$ cat config.mk
export PLATFORM = sky130hd
export DESIGN_NAME = link_option_string_parser
export DESIGN_NICKNAME = d
export VERILOG_FILES = /design/src/design/lop_pkg.sv /design/src/design/lop_core.sv /design/src/design/link_option_string_parser.sv
export SDC_FILE = /design/constraint.sdc
export NUM_CORES = 1
export LEC_CHECK = 0
export ABC_AREA = 0
export BUFFER_PORTS_ARGS = -buffer_cell sky130_fd_sc_hd__buf_4
export CAP_MARGIN = 5
export CORE_ASPECT_RATIO = 1.25
export CORE_UTILIZATION = 44
export CTS_CLUSTER_SIZE = 14
export DETAILED_ROUTE_END_ITERATION = 16
export HOLD_SLACK_MARGIN = 0.08
export PLACE_DENSITY_LB_ADDON = 0.12
export SYNTH_ARGS = -nofsm -noshare
export SYNTH_HDL_FRONTEND = slang
export SYNTH_SLANG_ARGS = --single-unit
$ cat constraint.sdc
create_clock -name clk_i -period 9.75 [get_ports clk_i]
set_input_delay 1.95 -clock clk_i [delete_from_list [all_inputs] [get_ports clk_i]]
set_output_delay 1.95 -clock clk_i [all_outputs]
set_load 0.01 [all_outputs]
$ cat src/design/lop_pkg.sv
// Package for the link option string parser: character codes, parser phases,
// the flag set and the result layout. No dependencies.
`timescale 1ns / 1ps

package lop_pkg;

  localparam int unsigned NUMBER_WIDTH_DEF = 32;
  localparam int unsigned FIELD_WIDTH      = 32;
  localparam int unsigned IN_DATA_WIDTH    = 8;
  localparam int unsigned OUT_DATA_WIDTH   = 112;

  localparam logic [7:0] CH_NUL   = 8'h00;
  localparam logic [7:0] CH_TAB   = 8'h09;
  localparam logic [7:0] CH_CR    = 8'h0D;
  localparam logic [7:0] CH_SPACE = 8'h20;
  localparam logic [7:0] CH_PLUS  = 8'h2B;
  localparam logic [7:0] CH_MINUS = 8'h2D;
  localparam logic [7:0] CH_ZERO  = 8'h30;
  localparam logic [7:0] CH_NINE  = 8'h39;
  localparam logic [7:0] CH_LT    = 8'h3C;
  localparam logic [7:0] CH_GT    = 8'h3E;
  localparam logic [7:0] CH_UP_C  = 8'h43;
  localparam logic [7:0] CH_UP_E  = 8'h45;
  localparam logic [7:0] CH_UP_F  = 8'h46;
  localparam logic [7:0] CH_UP_K  = 8'h4B;
  localparam logic [7:0] CH_UP_L  = 8'h4C;
  localparam logic [7:0] CH_UP_S  = 8'h53;
  localparam logic [7:0] CH_UP_T  = 8'h54;
  localparam logic [7:0] CH_UP_U  = 8'h55;
  localparam logic [7:0] CH_LO_E  = 8'h65;
  localparam logic [7:0] CH_LO_P  = 8'h70;
  localparam logic [7:0] CH_LO_T  = 8'h74;
  localparam logic [7:0] CH_LO_U  = 8'h75;

  localparam logic [1:0] PROTO_NONE = 2'd0;
  localparam logic [1:0] PROTO_TCP  = 2'd1;
  localparam logic [1:0] PROTO_UDP  = 2'd2;

  typedef enum logic [2:0] {
    PH_SEEK   = 3'd0,
    PH_LETTER = 3'd1,
    PH_FRESH  = 3'd2,
    PH_BLANK  = 3'd3,
    PH_SIGNED = 3'd4,
    PH_DIGITS = 3'd5,
    PH_DONE   = 3'd6
  } phase_e;

  typedef enum logic [1:0] {
    LT_C = 2'd0,
    LT_L = 2'd1,
    LT_E = 2'd2,
    LT_S = 2'd3
  } letter_e;

  typedef struct packed {
    phase_e  phase;
    letter_e pend;
    logic    neg;
  } ctrl_t;

  typedef struct packed {
    logic       shape;
    logic       legacy;
    logic       enc;
    logic       lzo;
    logic       zlib;
    logic       keep;
    logic [1:0] protocol;
    logic [3:0] type_mask;
  } flags_t;

  // The last member sits in the lowest bits.
  typedef struct packed {
    logic [FIELD_WIDTH-1:0] speed_out;
    logic                   shape_on;
    logic                   legacy_cipher;
    logic [FIELD_WIDTH-1:0] cipher_code;
    logic                   encrypt_on;
    logic [FIELD_WIDTH-1:0] comp_level;
    logic                   lzo_on;
    logic                   zlib_on;
    logic                   keep_alive;
    logic [3:0]             type_mask;
    logic [1:0]             protocol;
    logic                   ok;
  } result_t;

  localparam int unsigned RESULT_WIDTH = $bits(result_t);

endpackage

$ cat src/design/lop_core.sv
// Parser core: the parse state registers and the one-character step logic.
// Depends on lop_pkg.
`timescale 1ns / 1ps

module lop_core
  import lop_pkg::*;
#(
  parameter int unsigned NUMBER_WIDTH = NUMBER_WIDTH_DEF
) (
  input  logic       clk_i,
  input  logic       rst_ni,
  input  logic       step_en_i,
  input  logic [7:0] char_i,
  input  logic       start_i,
  output logic       res_valid_o,
  output result_t    res_o,
  output phase_e     phase_o
);

  localparam int unsigned NW = NUMBER_WIDTH;
  localparam logic [NW+3:0] LIM_NEG = {{4{1'b0}}, 1'b1, {(NW - 1){1'b0}}};
  localparam logic [NW+3:0] LIM_POS = LIM_NEG - (NW + 4)'(1);

  ctrl_t                 ctrl_q, ctrl_d, cur_ctrl;
  flags_t                flags_q, flags_d, cur_flags;
  logic [NW-1:0]         acc_q, acc_d, cur_acc;
  logic signed [NW-1:0]  level_q, level_d, cur_level;
  logic signed [NW-1:0]  cipher_q, cipher_d, cur_cipher;
  logic signed [NW-1:0]  speed_q, speed_d, cur_speed;
  logic signed [NW-1:0]  commit_val;
  logic [NW+3:0]         acc_next;
  logic [NW+3:0]         limit;
  logic                  is_blank, is_digit, is_sign;
  logic                  digit_step, do_commit, do_letter;
  logic                  emit, emit_ok;

  assign is_blank = (char_i == CH_SPACE) || ((char_i >= CH_TAB) && (char_i <= CH_CR));
  assign is_digit = (char_i >= CH_ZERO) && (char_i <= CH_NINE);
  assign is_sign  = (char_i == CH_PLUS) || (char_i == CH_MINUS);

  always_comb begin : next_state
    cur_ctrl   = start_i ? '{phase: PH_SEEK, pend: LT_C, neg: 1'b0} : ctrl_q;
    cur_flags  = start_i ? '0 : flags_q;
    cur_acc    = start_i ? '0 : acc_q;
    cur_level  = start_i ? '0 : level_q;
    cur_cipher = start_i ? '0 : cipher_q;
    cur_speed  = start_i ? '0 : speed_q;

    ctrl_d     = cur_ctrl;
    flags_d    = cur_flags;
    acc_d      = cur_acc;
    level_d    = cur_level;
    cipher_d   = cur_cipher;
    speed_d    = cur_speed;
    emit       = 1'b0;
    emit_ok    = 1'b0;
    digit_step = 1'b0;
    do_commit  = 1'b0;
    do_letter  = 1'b0;
    commit_val = '0;

    acc_next = ({4'b0000, cur_acc} << 3) + ({4'b0000, cur_acc} << 1)
             + (NW + 4)'(char_i - CH_ZERO);
    limit    = cur_ctrl.neg ? LIM_NEG : LIM_POS;

    case (cur_ctrl.phase)
      PH_SEEK: begin
        if (char_i == CH_LT) begin
          ctrl_d.phase = PH_LETTER;
        end else if (char_i == CH_NUL) begin
          emit = 1'b1;
        end
      end
      PH_LETTER: begin
        do_letter = 1'b1;
      end
      PH_FRESH: begin
        if (is_blank) begin
          ctrl_d.phase = PH_BLANK;
        end else if (is_sign) begin
          ctrl_d.neg   = (char_i == CH_MINUS);
          ctrl_d.phase = PH_SIGNED;
        end else if (is_digit) begin
          digit_step = 1'b1;
        end else if (cur_ctrl.pend != LT_E) begin
          emit = 1'b1;
        end else begin
          do_commit = 1'b1;
          do_letter = 1'b1;
        end
      end
      PH_BLANK: begin
        if (is_sign) begin
          ctrl_d.neg   = (char_i == CH_MINUS);
          ctrl_d.phase = PH_SIGNED;
        end else if (is_digit) begin
          digit_step = 1'b1;
        end else if (!is_blank) begin
          emit = 1'b1;
        end
      end
      PH_SIGNED: begin
        if (is_digit) begin
          digit_step = 1'b1;
        end else begin
          emit = 1'b1;
        end
      end
      PH_DIGITS: begin
        if (is_digit) begin
          digit_step = 1'b1;
        end else begin
          do_commit  = 1'b1;
          do_letter  = 1'b1;
          commit_val = cur_ctrl.neg ? ('0 - cur_acc) : cur_acc;
        end
      end
      default: begin
      end
    endcase

    if (digit_step) begin
      if (acc_next > limit) begin
        emit = 1'b1;
      end else begin
        acc_d        = acc_next[NW-1:0];
        ctrl_d.phase = PH_DIGITS;
      end
    end

    if (do_commit) begin
      ctrl_d.phase = PH_LETTER;
      case (cur_ctrl.pend)
        LT_C: begin
          flags_d.zlib = 1'b1;
          level_d      = commit_val;
        end
        LT_L: begin
          flags_d.lzo = 1'b1;
          level_d     = commit_val;
        end
        LT_E: begin
          flags_d.enc    = 1'b1;
          flags_d.legacy = (commit_val == '0);
          cipher_d       = commit_val;
        end
        default: begin
          if (commit_val != '0) begin
            flags_d.shape = 1'b1;
            speed_d       = commit_val;
          end
        end
      endcase
    end

    if (do_letter) begin
      case (char_i)
        CH_LO_T: flags_d.type_mask[0] = 1'b1;
        CH_LO_P: flags_d.type_mask[1] = 1'b1;
        CH_LO_E: flags_d.type_mask[2] = 1'b1;
        CH_LO_U: flags_d.type_mask[3] = 1'b1;
        CH_UP_T: flags_d.protocol = PROTO_TCP;
        CH_UP_U: flags_d.protocol = PROTO_UDP;
        CH_UP_K: flags_d.keep = 1'b1;
        CH_UP_F: begin
        end
        CH_UP_C, CH_UP_L, CH_UP_E, CH_UP_S: begin
          ctrl_d.phase = PH_FRESH;
          ctrl_d.neg   = 1'b0;
          acc_d        = '0;
          if (char_i == CH_UP_C) begin
            ctrl_d.pend = LT_C;
          end else if (char_i == CH_UP_L) begin
            ctrl_d.pend = LT_L;
          end else if (char_i == CH_UP_E) begin
            ctrl_d.pend = LT_E;
          end else begin
            ctrl_d.pend = LT_S;
          end
        end
        CH_GT: begin
          emit    = 1'b1;
          emit_ok = 1'b1;
        end
        default: emit = 1'b1;
      endcase
    end

    if (emit) begin
      ctrl_d.phase = PH_DONE;
    end
  end

  always_comb begin : result_out
    res_valid_o         = emit;
    res_o.ok            = emit_ok;
    res_o.protocol      = flags_d.protocol;
    res_o.type_mask     = flags_d.type_mask;
    res_o.keep_alive    = flags_d.keep;
    res_o.zlib_on       = flags_d.zlib;
    res_o.lzo_on        = flags_d.lzo;
    res_o.comp_level    = FIELD_WIDTH'(level_d);
    res_o.encrypt_on    = flags_d.enc;
    res_o.cipher_code   = FIELD_WIDTH'(cipher_d);
    res_o.legacy_cipher = flags_d.legacy;
    res_o.shape_on      = flags_d.shape;
    res_o.speed_out     = FIELD_WIDTH'(speed_d);
  end

  assign phase_o = ctrl_q.phase;

  always_ff @(posedge clk_i or negedge rst_ni) begin
    if (!rst_ni) begin
      ctrl_q   <= '{phase: PH_SEEK, pend: LT_C, neg: 1'b0};
      flags_q  <= '0;
      acc_q    <= '0;
      level_q  <= '0;
      cipher_q <= '0;
      speed_q  <= '0;
    end else if (step_en_i) begin
      ctrl_q   <= ctrl_d;
      flags_q  <= flags_d;
      acc_q    <= acc_d;
      level_q  <= level_d;
      cipher_q <= cipher_d;
      speed_q  <= speed_d;
    end
  end

endmodule

$ cat src/design/link_option_string_parser.sv
// Top level of the link option string parser: input register, parser core and
// result register with stream handshakes. Depends on lop_pkg and lop_core.
//
// Usage: each slave-side beat carries one byte of an option string in
// s_axis_tdata, and s_axis_tuser is high on the first byte of a new string,
// which clears all parsed values. Bytes before the first '<' are skipped.
// At most one master-side beat is produced per string: when '>' closes a clean
// parse (ok set), or on a NUL, an unknown letter, a missing or overflowing
// number (ok clear). After that, bytes are dropped until the next string start.
// Accepted bytes are registered at the input, results at the output. One byte
// is taken every cycle unless the receiver stalls; the limit is the parse step,
// whose longest path is the times-ten-plus-digit add and the overflow compare.
// Reset returns the parser to the search for '<' with every field cleared.
// When the receiver stalls, the result is held in the output register, one
// more byte waits in the input register, and s_axis_tready then goes low.
`timescale 1ns / 1ps

module link_option_string_parser
  import lop_pkg::*;
#(
  parameter int unsigned NUMBER_WIDTH = NUMBER_WIDTH_DEF
) (
  input  logic                      clk_i,
  input  logic                      rst_ni,
  input  logic                      s_axis_tvalid,
  output logic                      s_axis_tready,
  input  logic [IN_DATA_WIDTH-1:0]  s_axis_tdata,   // char_in[7:0]
  input  logic                      s_axis_tuser,   // start_req
  output logic                      m_axis_tvalid,
  input  logic                      m_axis_tready,
  // ok[0], protocol[2:1], type_mask[6:3], keep_alive[7], zlib_on[8], lzo_on[9],
  // comp_level[41:10], encrypt_on[42], cipher_code[74:43], legacy_cipher[75],
  // shape_on[76], speed_out[108:77], zero[111:109]
  output logic [OUT_DATA_WIDTH-1:0] m_axis_tdata
);

  logic       in_v_q, in_v_d;
  logic [7:0] in_char_q;
  logic       in_start_q;
  logic       out_v_q, out_v_d;
  result_t    out_res_q;
  logic       advance;
  logic       res_valid;
  result_t    res;
  phase_e     phase;

  assign advance       = in_v_q && (!out_v_q || m_axis_tready);
  assign s_axis_tready = !in_v_q || advance;
  assign in_v_d        = (s_axis_tvalid && s_axis_tready) || (in_v_q && !advance);
  assign out_v_d       = (advance && res_valid) || (out_v_q && !m_axis_tready);

  lop_core #(
    .NUMBER_WIDTH(NUMBER_WIDTH)
  ) u_core (
    .clk_i      (clk_i),
    .rst_ni     (rst_ni),
    .step_en_i  (advance),
    .char_i     (in_char_q),
    .start_i    (in_start_q),
    .res_valid_o(res_valid),
    .res_o      (res),
    .phase_o    (phase)
  );

  always_ff @(posedge clk_i or negedge rst_ni) begin
    if (!rst_ni) begin
      in_v_q  <= 1'b0;
      out_v_q <= 1'b0;
    end else begin
      in_v_q  <= in_v_d;
      out_v_q <= out_v_d;
    end
  end

  always_ff @(posedge clk_i) begin
    if (s_axis_tvalid && s_axis_tready) begin
      in_char_q  <= s_axis_tdata;
      in_start_q <= s_axis_tuser;
    end
    if (advance && res_valid) begin
      out_res_q <= res;
    end
  end

  assign m_axis_tvalid = out_v_q;
  assign m_axis_tdata  = {{(OUT_DATA_WIDTH - RESULT_WIDTH){1'b0}}, out_res_q};

  a_done_silent: assert property (@(posedge clk_i) disable iff (!rst_ni)
    advance && (phase == PH_DONE) && !in_start_q |-> !res_valid)
    else $error("parser produced a result after the string had ended");

  a_ok_on_close: assert property (@(posedge clk_i) disable iff (!rst_ni)
    advance && res_valid && res.ok |-> (in_char_q == CH_GT))
    else $error("successful result without a closing bracket");

  a_stall_cause: assert property (@(posedge clk_i) disable iff (!rst_ni)
    !s_axis_tready |-> in_v_q && out_v_q && !m_axis_tready)
    else $error("input stalled while the output stage was free");

  a_legacy_zero: assert property (@(posedge clk_i) disable iff (!rst_ni)
    out_v_q && out_res_q.legacy_cipher |-> (out_res_q.cipher_code == '0))
    else $error("legacy cipher reported with a nonzero cipher number");

endmodule

==> impl_metrics.env, run 1 <==
export IMPL_end_kind="flip-flop"
export IMPL_layout_setup_ws_ns=1.04
export IMPL_rows=78
export IMPL_die_h_um=216
export IMPL_io_buffers=123
export IMPL_path_clk_slew_ns=0.06
export IMPL_p_total_mw=3.12
export IMPL_hpwl_um=32000
export IMPL_worstPathMaxFanout=66
export IMPL_critPathKind="flip-flop to flip-flop"
export IMPL_worst_pin_slew_ns=1.03
export IMPL_via_per_inst=5.61
export IMPL_n_antenna_cell=0
export IMPL_grt_pass1_wl_um=69900
export IMPL_post_cts_buffers=0
export IMPL_syn2layout_area_growth_pct=13.0
export IMPL_holdPathStages=2
export IMPL_start_kind="flip-flop"
export IMPL_clkLatencyLatePin_ns=0.54
export IMPL_cts_max_level=1
export IMPL_yosys_warnings=0
export IMPL_grt_max_degree=81
export IMPL_rsz0062_at_grt="false"
export IMPL_wl_per_cell_um=19.4
export IMPL_cp_data_arrival_time_ns=8.95
export IMPL_start_util_pct=44.6
export IMPL_irDropWorstVdd_v=0.000108
export IMPL_required_ns=9.99
export IMPL_cts_sinks=266
export IMPL_core_area_um2=36200
export IMPL_hold_violations=0
export IMPL_final_cell_area_um2=18200
export IMPL_grt_pass1_vias=12416
export IMPL_clock_skew_ns=0.00871
export IMPL_gp_congestion=0.894
export IMPL_cts_tree="built"
export IMPL_fmax_ghz=0.115
export IMPL_p_per_area_nw_per_um2=171
export IMPL_drtPass1Iterations=5
export IMPL_synth_edff_count=118
export IMPL_grt_total_usage_pct=23.5
export IMPL_post_place_ws_ns=0.986
export IMPL_setup_tns_final_ns=0
export IMPL_wl_um=44200
export IMPL_post_cts_resized=0
export IMPL_dp_cells=2226
export IMPL_dpl_cell_area_um2=17400
export IMPL_initialDrtViolationCount=1002
export IMPL_min_period_ns=8.71
export IMPL_dieArea_um2=37500
export IMPL_finalSetupViolCount=0
export IMPL_whs_ns=0.470
export IMPL_async_flop_share_pct=55.6
export IMPL_final_cells=2275
export IMPL_drive_above_1_share_pct=12.1
export IMPL_ant_nets=0
export IMPL_synth_ff_type="dfrtp_1"
export IMPL_clock_path_buffers=3
export IMPL_cts_root_buf="clkbuf_16"
export IMPL_status="finished, final reports clean"
export IMPL_finalMaxSlewViolations=0
export IMPL_synth_seq_cells=266
export IMPL_overflow=0
export IMPL_avgSynthCellArea_um2=9.46
export IMPL_p_leak_nw=8.24
export IMPL_synth_area_um2=16100
export IMPL_die_x_um=173
export IMPL_cts_buffers=27
export IMPL_io_pins=127
export IMPL_final_nets=1896
export IMPL_ctsHoldBuffers=0
export IMPL_yosys_area_top_type="dfrtp_1"
export IMPL_ys_seq_area_share_pct=44.9
export IMPL_hold_class="flip-flop to flip-flop"
export IMPL_maxSlewHeadroom_pct=31.5
export IMPL_final_util_pct=50.4
export IMPL_synth_top_area_share_pct=22.9
export IMPL_vias=12758
export IMPL_yosysUniqueCellTypes=78
export IMPL_maxCapViolations=0
export IMPL_antenna_found_initial=0
export IMPL_ys_top_cells_by_area="dfrtp_1, edfxtp_1, nand2_1"
export IMPL_drc=0
export IMPL_post_route_period_util_pct=89.4
export IMPL_reg2regPathDepth=26
export IMPL_synthCells=1707
[worst max-delay path, stage by stage, from the launching register on]
cell and delay (ns):
edfxtp_1 0.50, ha_1 0.37, nor3_1 0.40, inv_1 0.50, buf_4 0.41, fa_1 0.56, inv_1 0.04, ha_1 0.43
nand2_1 0.14, nor4_1 0.56, inv_1 0.09, o41ai_1 0.54, o21bai_1 0.19, nand2_1 0.12, xor2_1 0.20, ha_1 0.26
nand2_1 0.08, o21ai_0 0.12, a2111oi_0 0.45, a31oi_1 0.20, or3_1 0.40, a211oi_1 0.27, nand3_1 0.14, a21boi_0 0.49
nor2_4 0.03, buf_4 0.40, buf_4 0.42
[state kept, by name, summed over array words and instances, names as in the netlist]
| name | cells |
|---|---|
| in_char_q | 8 |
| in_start_q | 1 |
| in_v_q | 1 |
| m_axis_tdata | 109 |
| m_axis_tvalid | 1 |
| u_core.acc_q | 32 |
| u_core.cipher_q | 32 |
| u_core.ctrl_q | 3 |
| u_core.flags_q | 12 |
| u_core.level_q | 32 |
| u_core.phase_o | 3 |
| u_core.speed_q | 32 |
[cells in the mapped netlist, types with 7 or more instances]
master	number
nand3_1	78
or2_2	7
edfxtp_1	118
nor2b_1	9
o21bai_1	7
xor2_1	26
dfrtp_1	148
fa_1	31
nor3_1	21
a21oi_1	70
o21ai_0	111
nor4_1	19
a21o_1	20
o41ai_1	8
o31ai_1	11
clkbuf_1	81
mux2_2	10
a22o_1	32
ha_1	77
inv_1	92
nand2_1	263
buf_1	9
nor2_1	163
o211ai_1	18
xnor2_1	36
nand4_1	24
nand2b_1	24
mux2i_1	61
a211oi_1	7
a31oi_1	17
a21boi_0	7
[routing by layer]
metal,GRT usage (%),vias up,share of wire [%]
met5,0,-,0
li1,-,6161,-
met4,6.99,0,2.5
met3,2.32,62,4.4
met1,31.3,6202,44
met2,40.4,333,50
[cells by family (layout without fill, tap and decap cells)]
family	after synthesis	after routing	synth area share (%)
fa+ha+maj	108	108	9.81
simple gates	646	646	18.1
other cells	1	3	0.0232
mux	72	72	4.55
buf+inv	199	285	5.04
flops	266	266	44.9
compound gates	353	353	14.2
xor+xnor	62	62	3.36
[layout make-up]
cell class / instances / area (um2)
multi-input cells: 1244 / 8120
clock inverters: 7 / 93.8
repair buffers: 143 / 1080
fillers: 3386 / 18000
clock buffers: 42 / 752
flip-flops and latches: 266 / 7250
well taps: 480 / 601
inverters: 93 / 352
[layout by cell type (no fill, tap or decap), types with 6 or more instances in the layout]
master / n
dfrtp_1: 148
o41ai_1: 8
nand2_1: 262
xor2_1: 26
a31oi_1: 17
or2_2: 7
buf_4: 142
o31ai_1: 11
o21ai_0: 111
ha_1: 77
nor2_1: 162
mux2i_1: 61
nor3_1: 21
a22o_1: 32
fa_1: 31
nor2b_1: 8
o21ai_1: 6
xnor2_1: 36
edfxtp_1: 118
a21boi_0: 7
nand3_1: 78
inv_1: 91
o211ai_1: 18
a21o_1: 20
o21bai_1: 7
mux2_2: 10
nand4_1: 24
a21oi_1: 70
nor4_1: 19
clkbuf_16: 27
a211oi_1: 7
clkbuf_1: 13
nand2b_1: 24
[final timing paths]
| path | to | start | slack, ns |
|---|---|---|---|
| max | m_axis_tdata[60] | in_char_q[4] | 1.04 |
| min | u_core.flags_q[11] | u_core.flags_q[11] | 0.47 |
| max reg2reg | m_axis_tdata[60] | in_char_q[4] | 1.04 |
| min reg2reg | u_core.flags_q[11] | u_core.flags_q[11] | 0.47 |
| max in group asynchronous | u_core.speed_q[14] | rst_ni | 6.76 |
| min in group asynchronous | u_core.cipher_q[17] | rst_ni | 1.45 |
[power breakdown]
part | switching [mW] | internal [mW] | leakage, nW
sequential | 0.0844 | 1.37 | 3.11
combinational | 0.423 | 0.238 | 4.73
clock | 0.421 | 0.582 | 0.405
(Power assumes the default switching activity.)
==> run 2, diff against run 1 <==
--- a/config.mk
+++ b/config.mk
@@ -7,9 +7,9 @@
 export LEC_CHECK = 0
 export ABC_AREA = 0
 export BUFFER_PORTS_ARGS = -buffer_cell sky130_fd_sc_hd__buf_4
-export CAP_MARGIN = 5
+export CAP_MARGIN = 25
 export CORE_ASPECT_RATIO = 1.25
-export CORE_UTILIZATION = 44
+export CORE_UTILIZATION = 40
 export CTS_CLUSTER_SIZE = 14
 export DETAILED_ROUTE_END_ITERATION = 16
 export HOLD_SLACK_MARGIN = 0.08
==> run 2 against run 1 <==
Compared with the run above:
- count of clock-buffer cells in the layout down 4
- largest power group unchanged
- highest routed layer unchanged
- sequential share of layout area shrank 0.31 points
- die area increased by 9.9%
- setup slack better by 0.99 ns
- critical endpoint is now m_axis_tdata[20]
- critical path depth unchanged
- fmax up 13%
- flip-flop and latch count is the same
- hold slack improved by 0.0017 ns
==> impl_metrics.env, run 2 (synthesis gave the netlist of run 1 again) <==
export IMPL_cts_tree="built"
export IMPL_grt_max_degree=110
export IMPL_crit_family="compound AO/OA/AOI/OAI gates"
export IMPL_r2r_slack_ns=2.03
export IMPL_end_kind="flip-flop"
export IMPL_vias=12874
export IMPL_drc=0
export IMPL_drtPass1Iterations=7
export IMPL_rows=81
export IMPL_worstPathMaxFanout=109
export IMPL_mostFrequentLayoutCell="nand2_1"
export IMPL_n_antenna_cell=0
export IMPL_final_nets=1897
export IMPL_final_fill_count=3749
export IMPL_m1WireLength_um=19800
export IMPL_core_area_um2=39400
export IMPL_cts_buffers=28
export IMPL_initialDrtViolationCount=1040
export IMPL_dieArea_um2=41200
export IMPL_hpwl_um=33200
export IMPL_start_util_pct=41.0
export IMPL_path_clk_slew_ns=0.06
export IMPL_syn2layout_area_growth_pct=13.9
export IMPL_ctsHoldBuffers=0
export IMPL_final_cells=2296
export IMPL_largest_reg_flops=109
export IMPL_cts_sinks=266
export IMPL_hold_class="flip-flop to flip-flop"
export IMPL_finalSetupViolCount=0
export IMPL_routed_top_layer="met4"
export IMPL_maxSlewHeadroom_pct=28.9
export IMPL_maxCapViolations=0
export IMPL_clock_path_buffers=3
export IMPL_gp_congestion=0.941
export IMPL_grt_pass1_wl_um=72100
export IMPL_wl_um=45800
export IMPL_p_leak_nw=8.31
export IMPL_worst_path_buf_inv=6
export IMPL_setup_tns_final_ns=0
export IMPL_cp_slowest_cell="o41ai_1"
export IMPL_clock_skew_ns=0.0188
export IMPL_start_kind="flip-flop"
export IMPL_finalMaxSlewViolations=0
export IMPL_cp_data_arrival_time_ns=7.91
export IMPL_dr_wl_met3_um=1680
export IMPL_cts_root_buf="clkbuf_16"
export IMPL_io_pins=127
export IMPL_met2WireLength_um=23400
export IMPL_rsz0062_at_grt="false"
export IMPL_via_per_inst=5.61
export IMPL_min_period_ns=7.72
export IMPL_dp_cells=2244
export IMPL_overflow=0
export IMPL_fmax_ghz=0.129
export IMPL_antenna_found_initial=0
export IMPL_p_per_area_nw_per_um2=174
export IMPL_grt_total_usage_pct=22.5
export IMPL_post_route_period_util_pct=79.2
export IMPL_critPathKind="flip-flop to flip-flop"
export IMPL_wl_per_cell_um=19.9
export IMPL_cts_max_level=1
export IMPL_worst_pin_slew_ns=1.07
export IMPL_die_h_um=227
export IMPL_post_cts_resized=0
export IMPL_critical_path_max_stage_delay_ns=0.67
export IMPL_required_ns=9.93
export IMPL_die_x_um=182
export IMPL_drive_above_1_share_pct=12.9
export IMPL_status="finished, final reports clean"
export IMPL_post_cts_buffers=0
export IMPL_clkLatencyLatePin_ns=0.56
export IMPL_ant_nets=0
export IMPL_irDropWorstVdd_v=0.0000979
export IMPL_hold_violations=0
export IMPL_io_buffers=123
export IMPL_most_common_layout_cells="nand2_1, nor2_1, dfrtp_1"
export IMPL_grt_pass1_vias=12524
==> run 2: changes by cell type in the layout (fill, tap and decap cells not counted), sizes merged <==
cell    previous run  this run
clkinv             5        12
clkbuf            42        38
bufinv             2         1
inv               92        93
==> run 2: where the power goes <==
part	switching, mW	leakage (nW)	internal (mW)	total, mW
Clock	0.450	0.470	0.623	1.07
Combinational	0.425	4.73	0.242	0.667
Sequential	0.0846	3.11	1.37	1.46
Total	0.960	8.31	2.24	3.20
==> run 2: layout make-up <==
cell class	instances	area, um2	share of cell area, %
clock buffers	38	830	4.51
flip-flops and latches	266	7250	39.4
repair buffers	143	1100	6.00
well taps	498	623	3.39
clock inverters	14	111	0.606
multi-input cells	1244	8120	44.2
inverters	93	352	1.91
==> run 2: stage by stage <==
stage | cell area, um2 | power, mW | setup slack, ns | hold slack, ns | utilization (%)
after global routing | 18400 | 3.36 | 1.21 | 0.498 | 46.6
after CTS | 18400 | 3.24 | 2.18 | 0.472 | 46.6
final | 18400 | 3.20 | 2.03 | 0.472 | 46.6
after detailed placement | 17400 | 2.16 | 2.22 | 0.456 | 44.3
after floorplan | 16200 | 1.87 | 0.947 | 0.439 | -
after global placement | 17400 | 2.14 | 2.45 | 0.451 | 44.2
==> run 2: final timing paths <==
path | startpoint | endpoint | depth (start not counted)
setup / recovery | in_char_q[4] | m_axis_tdata[20] | 26
hold / removal | u_core.flags_q[11] | u_core.flags_q[11] | 2
setup reg to reg | in_char_q[4] | m_axis_tdata[20] | 26
hold reg to reg | u_core.flags_q[11] | u_core.flags_q[11] | 2
max in group asynchronous | rst_ni | u_core.level_q[23] | 2
min in group asynchronous | rst_ni | u_core.cipher_q[17] | 1
==> run 2: worst reg2reg max path, delay by kind of cell (launching register included) <==
family | cells | cell delay, ns
AO/OA/AOI/OAI | 7 | 2.10
AND/OR/NAND/NOR | 8 | 1.73
adder cells (fa/ha/maj) | 4 | 1.75
buffers and inverters | 6 | 0.88
XOR/XNOR | 1 | 0.20
flip-flops | 1 | 0.52
==> run 2: routing by layer <==
| metal | up-vias | track usage [%] |
|---|---|---|
| met5 | - | 0 |
| met2 | 352 | 39.8 |
| met3 | 69 | 1.99 |
| met4 | 0 | 5.77 |
| li1 | 6151 | - |
| met1 | 6302 | 29.4 |
==> run 3, diff against run 2 <==
--- a/config.mk
+++ b/config.mk
@@ -5,7 +5,7 @@
 export SDC_FILE = /design/constraint.sdc
 export NUM_CORES = 1
 export LEC_CHECK = 0
-export ABC_AREA = 0
+export ABC_AREA = 1
 export BUFFER_PORTS_ARGS = -buffer_cell sky130_fd_sc_hd__buf_4
 export CAP_MARGIN = 25
 export CORE_ASPECT_RATIO = 1.25
==> constraint.sdc (replaced) <==
create_clock -name clk_i -period 7.3 [get_ports clk_i]
set_input_delay 1.46 -clock clk_i [delete_from_list [all_inputs] [get_ports clk_i]]
set_output_delay 1.46 -clock clk_i [all_outputs]
set_load 0.01 [all_outputs]
==> run 3 against run 2 <==
Compared with the run above:
- die area rose by 7.0%
- hold slack improved by 0.0084 ns
- sequential power is 23% higher
- clock power is 36% higher
- via count is 20% higher
- critical path depth is 7 higher
- global-route usage is 1.1 points higher
- area after synthesis is 7.0% higher
- largest cell class unchanged
- highest routed layer unchanged
==> impl_metrics.env, run 3 <==
export IMPL_io_pins=127
export IMPL_cts_sinks=266
export IMPL_initialDrtViolationCount=1292
export IMPL_synth_area_um2=17300
export IMPL_pwr_share_clk_pct=34.8
export IMPL_end_kind="flip-flop"
export IMPL_whs_ns=0.480
export IMPL_power_net_switching_mw=1.29
export IMPL_worst_path_buf_inv=8
export IMPL_post_cts_resized=0
export IMPL_dp_cells=2919
export IMPL_clock_skew_ns=0.0311
export IMPL_worst_pin_slew_ns=0.926
export IMPL_antenna_found_initial=0
export IMPL_io_buffers=123
export IMPL_post_route_period_util_pct=89.6
export IMPL_cts_root_buf="clkbuf_16"
export IMPL_ant_nets=0
export IMPL_pwr_share_seq_pct=42.5
export IMPL_rows=84
export IMPL_die_h_um=234
export IMPL_layout_setup_ws_ns=0.758
export IMPL_grt_total_usage_pct=23.5
export IMPL_async_flop_share_pct=55.6
export IMPL_vias=15400
export IMPL_synthCells=2286
export IMPL_ys_seq_area_share_pct=41.9
export IMPL_final_nets=2513
export IMPL_switching_share_pct=30.6
export IMPL_crit_family="simple AND/OR/NAND/NOR gates"
export IMPL_core_area_um2=42400
export IMPL_maxCapViolations=0
export IMPL_post_place_ws_ns=0.357
export IMPL_min_period_ns=6.54
export IMPL_start_util_pct=40.8
export IMPL_final_cells=2972
export IMPL_required_ns=7.53
export IMPL_overflow=0
export IMPL_dpl_cell_area_um2=18800
export IMPL_grt_pass1_wl_um=82000
export IMPL_path_clk_slew_ns=0.06
export IMPL_reg2regPathDepth=33
export IMPL_yosys_area_top_type="dfrtp_1"
export IMPL_ctsHoldBuffers=0
export IMPL_crit_top_cell="nand2_1"
export IMPL_holdPathStages=2
export IMPL_final_cell_area_um2=19800
export IMPL_die_x_um=188
export IMPL_cts_tree="built"
export IMPL_critical_path_max_stage_delay_ns=0.59
export IMPL_worstPathMaxFanout=35
export IMPL_fmax_ghz=0.153
export IMPL_synth_ff_type="dfrtp_1"
export IMPL_cp_data_arrival_time_ns=6.78
export IMPL_setup_tns_final_ns=0
export IMPL_ys_top_cells_by_area="dfrtp_1, edfxtp_1, nand2_1"
export IMPL_p_total_mw=4.20
export IMPL_cts_max_level=1
export IMPL_via_per_inst=5.18
export IMPL_final_util_pct=46.7
export IMPL_internal_power_mw=2.92
export IMPL_critPathKind="flip-flop to flip-flop"
export IMPL_irDropWorstVdd_v=0.000146
export IMPL_yosys_top_cells_count="nand2_1, inv_1, nand3_1, dfrtp_1, nor2_1"
export IMPL_drtPass1Iterations=5
export IMPL_hold_class="flip-flop to flip-flop"
export IMPL_cp_slowest_cell="fa_1"
export IMPL_grt_pass1_vias=14891
export IMPL_most_common_layout_cells="nand2_1, inv_1, nand3_1"
export IMPL_finalMaxSlewViolations=0
export IMPL_grt_max_degree=80
export IMPL_drc=0
export IMPL_rsz0062_at_grt="false"
export IMPL_p_leak_nw=10.4
export IMPL_maxSlewHeadroom_pct=38.1
export IMPL_final_fill_count=4310
export IMPL_combPwrFrac_pct=22.6
export IMPL_n_antenna_cell=0
export IMPL_synth_seq_cells=266
export IMPL_hold_violations=0
export IMPL_largest_reg_flops=109
export IMPL_status="finished, final reports clean"
export IMPL_clkLatencyLatePin_ns=0.56
export IMPL_yosysUniqueCellTypes=50
export IMPL_wl_um=51400
export IMPL_synth_top_area_share_pct=21.4
export IMPL_wl_per_cell_um=17.3
export IMPL_avgSynthCellArea_um2=7.56
export IMPL_yosysMostFrequentCell="nand2_1"
export IMPL_drive_above_1_share_pct=10.8
export IMPL_p_per_area_nw_per_um2=212
export IMPL_gp_congestion=0.923
export IMPL_synth_edff_count=118
export IMPL_hpwl_um=38300
export IMPL_dieArea_um2=44000
export IMPL_yosys_warnings=0
export IMPL_finalSetupViolCount=0
export IMPL_syn2layout_area_growth_pct=14.5
export IMPL_start_kind="flip-flop"
export IMPL_cts_buffers=27
export IMPL_mostFrequentLayoutCell="nand2_1"
export IMPL_cp_depth=33
export IMPL_clock_path_buffers=3
## run 3: changes by cell type after synthesis, moves of 32 or more
| cell | change |
|---|---|
| mux2i_1 | -61 |
| nand3_1 | +129 |
| inv_1 | +151 |
| clkbuf_1 | -41 |
| nand2_1 | +556 |
| a22o_1 | -32 |
## run 3: cell type report
type | instances | area (um2) | share of cell area [%]
Clock buffer | 32 | 714 | 3.61
Sequential cell | 266 | 7250 | 36.6
Tap cell | 559 | 699 | 3.53
Clock inverter | 18 | 215 | 1.09
Inverter | 251 | 950 | 4.80
Multi-Input combinational cell | 1685 | 8710 | 44.0
Timing Repair Buffer | 161 | 1260 | 6.35
## run 3: cells by family after synthesis
logic type	share of synthesized area (%)
DFF	41.9
and+or+nand+nor	31.0
adders and majority gates	9.17
other	0.0217
buffers and inverters	7.81
AOI/OAI and AO/OA	8.76
xor gates and xnor gates	1.27
## run 3: final timing paths
path | start | to | slack, ns
max in group asynchronous | rst_ni | u_core.acc_q[24] | 5.29
worst max-delay path | in_char_q[4] | m_axis_tdata[104] | 0.76
worst min register to register | u_core.cipher_q[17] | u_core.cipher_q[17] | 0.48
worst max register to register | in_char_q[4] | m_axis_tdata[104] | 0.76
min in group asynchronous | rst_ni | u_core.level_q[16] | 0.91
worst min-delay path | u_core.cipher_q[17] | u_core.cipher_q[17] | 0.48
## run 3: worst register-to-register path, delay by kind of cell, from the launching register on
kind / cells / cell delay, ns
simple gates: 17 / 2.28
buf+inv: 8 / 1.08
fa+ha+maj: 4 / 1.60
compound gates: 4 / 0.79
flops: 1 / 0.48
## run 3: repair_timing
action,CTS,global route
endpoints found under the hold margin,0,0
setup endpoints to repair,0,104
setup buffers,0,2
## run 3: power by group through the flow
stage	clock, mW	combinational (mW)	sequential [mW]
final	1.46	0.952	1.79
after floorplan	0	0.506	1.87
after CTS	1.50	0.950	1.79
after global placement	0	0.939	1.82
after detailed placement	0	0.949	1.82
after global routing	1.54	1.06	1.80
## run 3: layer usage
metal	share of wire [%]	global-route usage, %	wire length, um
met5	0	0	0
met4	3.0	7.83	1540
met3	3.8	1.83	1960
met2	49	40.8	25000
met1	44	31.1	22900
